### src/sv/lwtf_pkg.sv
// Shared types and constants for the table waveshaper with tone filter.
// Used by the channel interfaces and every module of the block.
package lwtf_pkg;

   // Table depth default, handed to the top level parameter.
   localparam int TABLE_DEPTH_DEFAULT = 1024;

   // Field widths fixed by the item and register formats.
   localparam int OP_W        = 2;
   localparam int SAMPLE_W    = 16;
   localparam int INDEX_W     = 10;
   localparam int GAIN_W      = 23;
   localparam int COEF_W      = 17;
   localparam int VOL_W       = 17;
   localparam int ENTRY_W     = 11;
   localparam int CSR_INDEX_W = 2;
   localparam int CSR_DATA_W  = 23;
   localparam int STATE_W     = 24;
   localparam int MAG_W       = 32;
   localparam int FRAC_W      = 16;

   // Depth of the queue between front and back end.
   localparam int QUEUE_DEPTH = 2;

   // Unity in Q1.16 and the largest product magnitude (1.0 in Q31).
   localparam logic [COEF_W-1:0] UNITY_Q16 = 17'h10000;
   localparam logic [MAG_W-1:0]  MAG_LIMIT = 32'h8000_0000;

   // Register reset values.
   localparam logic [GAIN_W-1:0]  GAIN_RESET    = 23'd65536;
   localparam logic [COEF_W-1:0]  COEF_RESET    = 17'd65536;
   localparam logic [VOL_W-1:0]   VOL_RESET     = 17'd65536;
   localparam logic [ENTRY_W-1:0] ENTRIES_RESET = 11'd1024;

   // Request operation codes.
   typedef enum logic [OP_W-1:0] {
      OP_PROCESS = 2'd0,
      OP_WR_POS  = 2'd1,
      OP_WR_NEG  = 2'd2
   } op_type;

   // Configuration register indexes.
   typedef enum logic [CSR_INDEX_W-1:0] {
      CSR_DRIVE_GAIN = 2'd0,
      CSR_TONE_COEF  = 2'd1,
      CSR_OUTPUT_VOL = 2'd2,
      CSR_ENTRIES    = 2'd3
   } csr_index_type;

   // One queued request after classification.
   typedef struct packed {
      op_type                      kind;
      logic signed [SAMPLE_W-1:0]  sample;
      logic [INDEX_W-1:0]          index;
      logic                        block_end;
   } queue_item_type;

   // Head of the queue as seen by the back end.
   typedef struct packed {
      logic           valid;
      queue_item_type item;
   } queue_head_type;

endpackage

### src/sv/lwtf_if.sv
// Request and response channel interfaces with valid/ready handshake.
// Depends on lwtf_pkg for the field widths.
interface lwtf_req_if import lwtf_pkg::*; ();
   logic                       valid;
   logic                       ready;
   logic [OP_W-1:0]            operation;
   logic signed [SAMPLE_W-1:0] sample_in;
   logic [INDEX_W-1:0]         table_index;
   logic                       block_end;

   modport source (output valid, operation, sample_in, table_index, block_end,
                   input ready);
   modport sink (input valid, operation, sample_in, table_index, block_end,
                 output ready);
endinterface


### src/sv/lwtf_front.sv
// Front end: accepts requests, drops those without effect, queues the rest.
// Depends on lwtf_pkg and lwtf_req_if.
module lwtf_front import lwtf_pkg::*; #(
   parameter int TABLE_DEPTH = TABLE_DEPTH_DEFAULT
) (
   input  logic           clock,
   input  logic           reset,
   lwtf_req_if.sink       req_ch,
   output queue_head_type head,
   input  logic           pop
);

   localparam int PTR_W = $clog2(QUEUE_DEPTH);
   localparam int CNT_W = $clog2(QUEUE_DEPTH + 1);

   queue_item_type queue_mem [QUEUE_DEPTH];
   logic [PTR_W-1:0] wr_ptr_ff, wr_ptr_in;
   logic [PTR_W-1:0] rd_ptr_ff, rd_ptr_in;
   logic [CNT_W-1:0] count_ff, count_in;

   logic           accept;
   logic           keep;
   logic           push;
   queue_item_type item;

   // The request is taken whenever the queue has room.
   assign req_ch.ready = (count_ff != CNT_W'(QUEUE_DEPTH));
   assign accept       = req_ch.valid && req_ch.ready;

   // Classify: samples always go on, table writes only when in range.
   always_comb begin
      unique case (req_ch.operation) inside
         OP_PROCESS:           keep = 1'b1;
         OP_WR_POS, OP_WR_NEG: keep = (32'(req_ch.table_index) < TABLE_DEPTH);
         default:              keep = 1'b0;
      endcase
   end

   assign push = accept && keep;

   always_comb begin
      item.kind      = op_type'(req_ch.operation);
      item.sample    = req_ch.sample_in;
      item.index     = req_ch.table_index;
      item.block_end = req_ch.block_end;
   end

   // Pointer and fill count bookkeeping.
   always_comb begin
      wr_ptr_in = wr_ptr_ff;
      rd_ptr_in = rd_ptr_ff;
      count_in  = count_ff;
      if (push) begin
         wr_ptr_in = (wr_ptr_ff == PTR_W'(QUEUE_DEPTH - 1)) ? '0 : wr_ptr_ff + PTR_W'(1);
      end
      if (pop) begin
         rd_ptr_in = (rd_ptr_ff == PTR_W'(QUEUE_DEPTH - 1)) ? '0 : rd_ptr_ff + PTR_W'(1);
      end
      if (push && !pop) begin
         count_in = count_ff + CNT_W'(1);
      end else if (!push && pop) begin
         count_in = count_ff - CNT_W'(1);
      end
   end

   always_ff @(posedge clock) begin
      if (reset) begin
         wr_ptr_ff <= '0;
         rd_ptr_ff <= '0;
         count_ff  <= '0;
      end else begin
         wr_ptr_ff <= wr_ptr_in;
         rd_ptr_ff <= rd_ptr_in;
         count_ff  <= count_in;
      end
   end

   // Queue storage holds payload only.
   always_ff @(posedge clock) begin
      if (push) begin
         queue_mem[wr_ptr_ff] <= item;
      end
   end

   assign head.valid = (count_ff != '0);
   assign head.item  = queue_mem[rd_ptr_ff];

endmodule

### src/flat_wrapper.sv
// flat-port wrapper written by rule: the top's interface ports become plain ports
module lwtf_front_flat import lwtf_pkg::*;
#(
   parameter int TABLE_DEPTH = TABLE_DEPTH_DEFAULT
)
  (clock, reset, head, pop, req_ch_valid, req_ch_operation, req_ch_sample_in, req_ch_table_index, req_ch_block_end, req_ch_ready);
  lwtf_req_if req_ch_i ();
  input  logic clock;
  input  logic reset;
  output queue_head_type head;
  input  logic pop;
  input wire logic [$bits(req_ch_i.valid)-1:0] req_ch_valid;
  input wire logic [$bits(req_ch_i.operation)-1:0] req_ch_operation;
  input wire logic [$bits(req_ch_i.sample_in)-1:0] req_ch_sample_in;
  input wire logic [$bits(req_ch_i.table_index)-1:0] req_ch_table_index;
  input wire logic [$bits(req_ch_i.block_end)-1:0] req_ch_block_end;
  output wire logic [$bits(req_ch_i.ready)-1:0] req_ch_ready;
  assign req_ch_i.valid = req_ch_valid;
  assign req_ch_i.operation = req_ch_operation;
  assign req_ch_i.sample_in = req_ch_sample_in;
  assign req_ch_i.table_index = req_ch_table_index;
  assign req_ch_i.block_end = req_ch_block_end;
  assign req_ch_ready = req_ch_i.ready;
  lwtf_front #(.TABLE_DEPTH(TABLE_DEPTH)) u_core (.clock(clock), .reset(reset), .req_ch(req_ch_i), .head(head), .pop(pop));
endmodule
### config.mk
export PLATFORM = sky130hd
export DESIGN_NAME = lwtf_front_flat
export DESIGN_NICKNAME = d
export VERILOG_FILES = /design/src/sv/lwtf_pkg.sv /design/src/sv/lwtf_if.sv /design/src/sv/lwtf_front.sv /design/src/flat_wrapper.sv
export SDC_FILE = /design/constraint.sdc
export NUM_CORES = 1
export LEC_CHECK = 0
export BUFFER_PORTS_ARGS = -buffer_cell sky130_fd_sc_hd__buf_2
export CAP_MARGIN = 20
export CELL_PAD_IN_SITES_DETAIL_PLACEMENT = 1
export CELL_PAD_IN_SITES_GLOBAL_PLACEMENT = 2
export CORE_UTILIZATION = 35
export DETAILED_ROUTE_END_ITERATION = 8
export PLACE_DENSITY_LB_ADDON = 0.05
export SYNTH_ARGS = -nofsm -noshare
export SYNTH_HDL_FRONTEND = slang
export SYNTH_SLANG_ARGS = --single-unit
### constraint.sdc
create_clock -name clock -period 3.5 [get_ports clock]
set_clock_uncertainty 0.1 [all_clocks]
set_input_delay 0.7 -clock clock [delete_from_list [all_inputs] [get_ports clock]]
set_output_delay 0.7 -clock clock [all_outputs]
set_load 0.01 [all_outputs]
[Word-level counts from Yosys, hierarchy flattened]
Memory sizes are Yosys's and may differ from the RTL's. A register that Yosys moved wholly into a read port is not among the register bits.
Index checks and enable logic that the tools add are counted.
Word-level totals
  memory bits (writable): 58
  logic and storage cells: 30
  bits of input ports: 33
  output and inout bits: 31
  memories kept: 1
  register bits after elaboration: 4
Cells by class
  multiplexer cells: 9
  $add $sub $neg: 4
  equality and inequality tests: 3
  reductions and logical operators: 10
Memories
  u_core.queue_mem: depth 2, width 29, read ports 1, clocked after memory_dff 1, wr ports 1, line lwtf_front.sv:16  | queue_item_type queue_mem [QUEUE_DEPTH];
Operators by type and width (count)
  2-to-1 mux 1 bit: 7
  logical AND 1 bit: 4
  2-to-1 mux 2 bit: 2
  nonzero test 2 bit: 2
  OR reduction 3 bit: 1
  adder 1 bit, second input constant: 2
  adder 2 x 1 -> 2 bit, second input constant: 1
  equality test 2 x 1 -> 1 bit, second input constant: 1
  equality test 2 bit, second input constant: 1
  logical NOT 1 bit: 2
  logical NOT 2 bit: 1
  inequality test 2 bit, second input constant: 1
  subtractor 2 x 1 -> 2 bit, second input constant: 1

[Longest topological paths before layout]
Gate-level depths: netlist of the first run.
  word-level depth: 8
  gate-level depth with buffers: 6
  mapped depth without buffers: 6

[Worst setup path before layout of the first run]
Ideal clock, no wire load.
  path kind: input-to-reg
  start point: input req_ch_operation[0]
  end point: memory u_core.queue_mem[0][0] (netlist name), enable pin
  path slack: 0.693 ns
  stages on the path: 3
  buffers on the path: 0
  data required time: 2.982 ns
  arrival time: 2.289 ns
  setup time: 0.418 ns
  path through: nand2_1 > and3_4 > nor2b_1
Between the ends
  word-level cells in the longest chain between the ends: 6
  elaborated cells between the ends (all ways): 8
  classes of those cells: eq/ne: 2; mux: 3; reduce/logical: 3
RTL lines
  start, declared: line flat_wrapper.sv:13  | input wire logic [$bits(req_ch_i.operation)-1:0] req_ch_operation;
  equality test 2 bit (no source line) (tied with other cells)
  OR reduction 3 bit (no source line) *
  2-to-1 mux 1 bit *: line lwtf_front.sv:32  | unique case (req_ch.operation) inside
  logical AND 1 bit *: line lwtf_front.sv:39  | assign push = accept && keep;
  2-to-1 mux 1 bit *: line lwtf_front.sv:80  | if (push) begin
  2-to-1 mux 1 bit (not written as such) *: line lwtf_front.sv:81  | queue_mem[wr_ptr_ff] <= item;
  end, declared: line lwtf_front.sv:16
Mark *: on every way between the ends. The rest lies on a longest branch, timed or not.

==> qor.csv, run 1 <==
stage,metric,value,unit
global_routing,grt_pass1_wl,6506,µm
placed_design,hpwlAfterDp,2710,µm
clock_tree,cts.repair.resized,0,
synthesis,synth-seq-cells,63,
detailed_routing,wl_per_cell,15.19,µm
power_and_ir_drop,p_leak,1.104,nW
synthesis,seq_area_frac_synth,78.97,%
sta,tns,0,ns
sta,min_period,2.341,ns
clock_tree,clk_path_buf_depth,2,
floorplan,initial_core_util,36.52,%
detailed_routing,routed_via_density,4.570,
detailed_routing,postRouteAntennaNets,0,
setup_path,cp-end-kind,output port,
global_routing,use_met1,14.91,%
global_routing,grt_usage,12.64,%
setup_path,cp-start-kind,register,
power_and_ir_drop,power.density,596.0,mW/mm²
clock_tree,clk_pin_slew,0.07,ns
detailed_routing,drt_iter0_drc,80,
setup_path,crit_slowest_cell,mux2_2,
clock_tree,cts_max_level,3,
floorplan,fp.coreArea,0.006386,mm²
clock_tree,hold_buffers,0,
sta,setup_viol,0,
cells_and_area,final_cell_mix,"buf_2, edfxtp_1, mux2_2",
sta,max_freq,0.4272,GHz
synthesis,syn-instance-count,115,
synthesis,synth_warnings,0,
power_and_ir_drop,ir_drop,0.2773,mV
floorplan,fp.dieW,83.63,µm
synthesis,synthAdderAreaFrac,0.5365,%
setup_path,cp_max_fo,29,
sta,finalHoldViolations,0,
setup_path,timing.critical_path.buf_inv,2,
floorplan,ios,64,
detailed_routing,drc,0,
sta,min_period_over_period,66.89,%
placed_design,gp_congestion,0.7206,
floorplan,die_area,0.006994,mm²
sta,rsz0062_at_grt,no,
clock_tree,root_buffer,clkbuf_8,
setup_path,cp.required,2.70,ns
synthesis,synth-xor-area-share,1.127,%
clock_tree,cts_buffers,9,
floorplan,rows,29,
cells_and_area,diodes,0,
cells_and_area,drive_gt1_share,58.55,%
sta,tightest_slew,0.8554,ns
setup_path,path_cells,buf_4 > mux2_2 > buf_2,
cells_and_area,final_common_cell,buf_2,
detailed_routing,first_pass_iters,4,
placed_design,placed_cells,254,
floorplan,die_y,83.63,µm
synthesis,synth_compound_area_share,0.4292,%
clock_tree,clock_sinks,63,
synthesis,syn_area,0.002332,mm²
synthesis,synth-simple-area-share,3.219,%
setup_path,slowest_delay,0.40,ns
hold_path,hold_path.class,reg -> reg,
cells_and_area,instances_no_fill,270,
synthesis,avgSynthCellArea,20.28,µm²
setup_path,worstPathArrival,1.54,ns
sta,relSlewSlack,42.85,%
clock_tree,cts_tree,done,
global_routing,antenna_found_initial,0,
detailed_routing,routed-via-count,1234,
global_routing,grt_pass1_vias,1334,
synthesis,yosysUniqueCellTypes,20,
global_routing,grt_max_degree,30,
synthesis,synth_top_family_by_area,multiplexers,
outcome,status,completed,
synthesis,syn_nets,149,
placed_design,io_buffers,63,
global_routing,met3_usage,3.363,%
global_routing,grt_overflow,0,
run,maxCapViolCount,0,
detailed_routing,wirelength,4102,µm
cells_and_area,syn_to_final_growth,25.80,%
cells_and_area,fin_util,45.94,%
clock_tree,clkLatencyLatePin,0.33,ns
setup_path,critical_path_class,reg -> out,
global_routing,busiest_layer,met2,
synthesis,synthMuxAreaShare,14.65,%
sta,drv_slew,0,
setup_path,crit_family,buffers and inverters,
clock_tree,cts_setup_buffers,0,
cells_and_area,nets,222,
global_routing,gr-usage-met2,20.33,%
## cell type report
class,instances,area [µm²]
Clock inverter,6,61.31
Multi-Input combinational cell,48,473.0
Timing Repair Buffer,65,330.3
Clock buffer,10,127.6
Sequential cell,63,1842
Inverter,1,3.754
Tap cell,77,96.34
Fill cell,638,3452
## metal layers
| metal | wire (µm) | part of all wire (%) |
|---|---|---|
| met5 | 0 | 0 |
| met4 | 61 | 1.5 |
| met3 | 190 | 4.6 |
| met2 | 2128 | 52 |
| met1 | 1721 | 42 |
## where the power goes
part	total, mW	internal [mW]	switching (mW)	leakage (nW)
Sequential	0.916	0.895	0.0203	0.578
Clock	0.597	0.325	0.272	0.0859
Combinational	0.236	0.114	0.122	0.440
Total	1.75	1.33	0.415	1.10
## metrics by stage
step / hold WS (ns) / instance area, µm² / power [mW] / setup WS (ns)
finish: 0.4388 / 2934 / 1.749 / 1.159
detailed placement: 0.4313 / 2745 / 1.175 / 0.9994
floorplan: 0.3799 / 2332 / 1.074 / 0.6926
global route: 0.4340 / 2934 / 1.833 / 1.065
CTS: 0.4335 / 2934 / 1.779 / 1.110
global placement: 0.3959 / 2745 / 1.166 / 1.066
## synthesized netlist by cell type (all sizes together)
| master | count | share of area (%) |
|---|---|---|
| a21oi | 1 | 0.21 |
| and2 | 1 | 0.27 |
| and3 | 1 | 0.48 |
| buf | 3 | 0.91 |
| dfxtp | 5 | 4.3 |
| edfxtp | 58 | 75 |
| ha | 1 | 0.54 |
| inv | 1 | 0.16 |
| mux2 | 30 | 15 |
| nand2 | 1 | 0.16 |
| nand2b | 1 | 0.59 |
| nor2 | 4 | 0.64 |
| nor2b | 2 | 0.54 |
| o21ai | 1 | 0.21 |
| or2 | 1 | 0.27 |
| or3 | 1 | 0.27 |
| xnor2 | 1 | 0.38 |
| xor2 | 2 | 0.75 |
## state kept, by name (all words and copies together), names as in the netlist, named ones only
| name | cells |
|---|---|
| u_core.count_ff | 2 |
| u_core.queue_mem | 58 |
| u_core.rd_ptr_ff | 1 |
| u_core.wr_ptr_ff | 1 |
## worst paths after layout
kind                                   startpoint                               end  slack [ns]  depth (start not counted)
setup reg to reg  u_core.count_ff[0]$_SDFFE_PP0P_  u_core.queue_mem[1][7]$_DFFE_PP_        1.39                          4
hold / removal      u_core.rd_ptr_ff$_SDFFE_PP0P_     u_core.rd_ptr_ff$_SDFFE_PP0P_        0.44                          2
setup / recovery                         register                          head[21]        1.16                          3
hold reg to reg     u_core.rd_ptr_ff$_SDFFE_PP0P_     u_core.rd_ptr_ff$_SDFFE_PP0P_        0.44                          2
## worst register-to-register path, stage by stage (launching register included)
cell      delay (ns)
dfxtp_1         0.39
nand2b_4        0.15
and3_4          0.21
and2_1          0.58
buf_4           0.37
## cell families after synthesis
logic type	after synthesis
simple gates	12
xor+xnor	3
mux	30
fa+ha+maj	1
flops	63
buf+inv	4
compound gates	2
Power figures use the tool's default switching activity.
==> run 2: changes to the inputs <==
==> constraint.sdc (replaced) <==
create_clock -name clock -period 2.19 [get_ports clock]
set_clock_uncertainty 0.1 [all_clocks]
set_input_delay 0.438 -clock clock [delete_from_list [all_inputs] [get_ports clock]]
set_output_delay 0.438 -clock clock [all_outputs]
set_load 0.01 [all_outputs]
==> run 2 against run 1 <==
Global-route usage shrank 0.26 points. Combinational power grew 65%. Critical path depth is the same. Critical path type unchanged. Routed wire length shrank 3.9%. Largest cell class unchanged. Via count grew 0.97%. Non-clock buffer count grew 5. Power grew 65%.
==> qor.csv, run 2 (synthesis results as in run 1) <==
stage,metric,value,unit,change
setup_path,cp.required,1.65,ns,was 2.70 ns
global_routing,grt_usage,12.38,%,was 12.64%
detailed_routing,drc,0,,unchanged
detailed_routing,wirelength,3944,µm,was 4102 µm
cells_and_area,instances_no_fill,274,,was 270
setup_path,cp-end-kind,output port,,unchanged
detailed_routing,first_pass_iters,3,,was 4
cells_and_area,syn_to_final_growth,27.95,%,was 25.80%
global_routing,use_met1,12.99,%,was 14.91%
clock_tree,clkLatencyLatePin,0.33,ns,about the same
power_and_ir_drop,p_clk_share,35.6,%,was 34.2%
power_and_ir_drop,power.density,966.0,mW/mm²,was 596.0 mW/mm²
sta,finalHoldViolations,0,,unchanged
sta,rsz0062_at_grt,no,,unchanged
setup_path,critical_path_class,reg -> out,,unchanged
cells_and_area,final_area,0.002984,mm²,was 0.002934 mm²
clock_tree,clock_sinks,63,,unchanged
sta,min_period_over_period,92.23,%,
clock_tree,clk_pin_slew,0.07,ns,about the same
setup_path,reg2reg_depth,5,,was 4
sta,min_period,2.020,ns,
setup_path,rrSetupSlack,0.51,ns,was 1.39 ns
sta,setup_viol,0,,unchanged
cells_and_area,drive_gt1_share,59.39,%,was 58.55%
cells_and_area,diodes,0,,unchanged
cells_and_area,nFillCells,632,,was 638
floorplan,die_y,83.63,µm,unchanged
global_routing,grt_pass1_vias,1336,,"was 1,334"
cells_and_area,fin_util,46.73,%,was 45.94%
global_routing,grt_pass1_wl,6348,µm,was 6506 µm
placed_design,placed_cells,259,,was 254
cells_and_area,regMostFlops,u_core.queue_mem,,unchanged
global_routing,grt_max_degree,22,,was 30
placed_design,place_ws,0.4080,ns,was 0.9994 ns
placed_design,gp_congestion,0.6798,,was 0.7206
clock_tree,hold_buffers,0,,unchanged
setup_path,cp-start-kind,register,,unchanged
detailed_routing,wl_per_cell,14.39,µm,was 15.19 µm
power_and_ir_drop,swShare,21.89,%,was 23.71%
clock_tree,cts_buffers,9,,unchanged
setup_path,worstPathArrival,1.48,ns,was 1.54 ns
clock_tree,clk_path_buf_depth,2,,unchanged
sta,tns,0,ns,unchanged
global_routing,met3_usage,4.649,%,was 3.363%
power_and_ir_drop,p_int,2.252,mW,was 1.334 mW
clock_tree,cts_tree,done,,unchanged
cells_and_area,final_cell_mix,"buf_2, edfxtp_1, mux2_2",,unchanged
power_and_ir_drop,ir_drop,0.5074,mV,was 0.2773 mV
placed_design,io_buffers,63,,unchanged
floorplan,rows,29,,unchanged
floorplan,fp.coreArea,0.006386,mm²,unchanged
hold_path,min_path_cells,1,,was 2
power_and_ir_drop,p_leak,1.147,nW,was 1.104 nW
hold_path,hold_path.class,in -> reg,,was reg -> reg
sta,drv_slew,0,,unchanged
placed_design,place_area,0.002783,mm²,was 0.002745 mm²
floorplan,fp.dieW,83.63,µm,unchanged
setup_path,cp_max_fo,17,,was 29
sta,max_freq,0.4951,GHz,
power_and_ir_drop,power_frac_comb,13.5,%,about the same
clock_tree,cts.repair.resized,0,,unchanged
run,maxCapViolCount,0,,unchanged
detailed_routing,drt_iter0_drc,70,,was 80
power_and_ir_drop,p_switching,0.6311,mW,was 0.4146 mW
power_and_ir_drop,power,2.883,mW,was 1.749 mW
sta,timing.hold.ws,0.1934,ns,was 0.4388 ns
global_routing,busiest_layer,met2,,unchanged
placed_design,hpwlAfterDp,2734,µm,was 2710 µm
global_routing,gr-usage-met2,20.62,%,was 20.33%
floorplan,ios,64,,unchanged
clock_tree,cts_setup_buffers,0,,unchanged
clock_tree,cts_max_level,3,,unchanged
detailed_routing,postRouteAntennaNets,0,,unchanged
global_routing,grt_overflow,0,,unchanged
floorplan,die_area,0.006994,mm²,unchanged
cells_and_area,nets,227,,was 222
cells_and_area,final_common_cell,buf_2,,unchanged
global_routing,antenna_found_initial,0,,unchanged
clock_tree,root_buffer,clkbuf_8,,unchanged
floorplan,initial_core_util,36.52,%,unchanged
detailed_routing,routed-via-count,1246,,"was 1,234"
detailed_routing,routed_via_density,4.547,,was 4.570
sta,tightest_slew,0.2961,ns,was 0.8554 ns
cells_and_area,largestRegisters,"u_core.queue_mem: 58 flops, u_core.count_ff: 2 flops",,unchanged
sta,worst_slack,0.1702,ns,was 1.159 ns
outcome,status,completed,,unchanged
cells_and_area,largest_register_ffs,58,,unchanged
power_and_ir_drop,pwr-share-seq,50.8,%,was 52.4%
sta,relSlewSlack,80.26,%,was 42.85%
[run 2: changes by cell type in the layout (fill, tap and decap cells not counted), sizes merged]
cell / delta
buf: +5
clkinvlp: -3
bufinv: +1
clkinv: +1
[run 2: worst paths after layout]
path,from,to
worst max-delay path,register,head[4]
worst min-delay path,req_ch_table_index[1],u_core.queue_mem[0][2]$_DFFE_PP_
worst max register to register,u_core.count_ff[0]$_SDFFE_PP0P_,u_core.count_ff[1]$_SDFFE_PP0P_
worst min register to register,u_core.rd_ptr_ff$_SDFFE_PP0P_,u_core.rd_ptr_ff$_SDFFE_PP0P_
[run 2: area by class of cell]
cell class	instances	area [µm²]	share of cell area (%)
Sequential cell	63	1842	61.72
Clock inverter	5	73.82	2.474
Inverter	1	3.754	0.1258
Timing Repair Buffer	70	367.9	12.33
Clock buffer	10	127.6	4.277
Tap cell	77	96.34	3.229
Multi-Input combinational cell	48	473.0	15.85
[run 2: metal layers]
metal / wire [µm] / up-vias
met1: 1533 / 606
met5: 0 / -
met4: 80 / 0
li1: - / 594
met3: 221 / 8
met2: 2109 / 38
[run 2: power by group through the flow]
stage	clock network, mW	registers, mW	logic, mW
floorplan	0	1.48	0.236
CTS	1.06	1.47	0.402
global route	1.11	1.47	0.427
global placement	0	1.48	0.390
detailed placement	0	1.49	0.400
finish	1.03	1.46	0.390
[run 2: worst max-delay path, stage by stage (launching register included)]
cell and delay, ns:
dfxtp_1 0.36, buf_4 0.27, mux2_2 0.37, buf_2 0.14
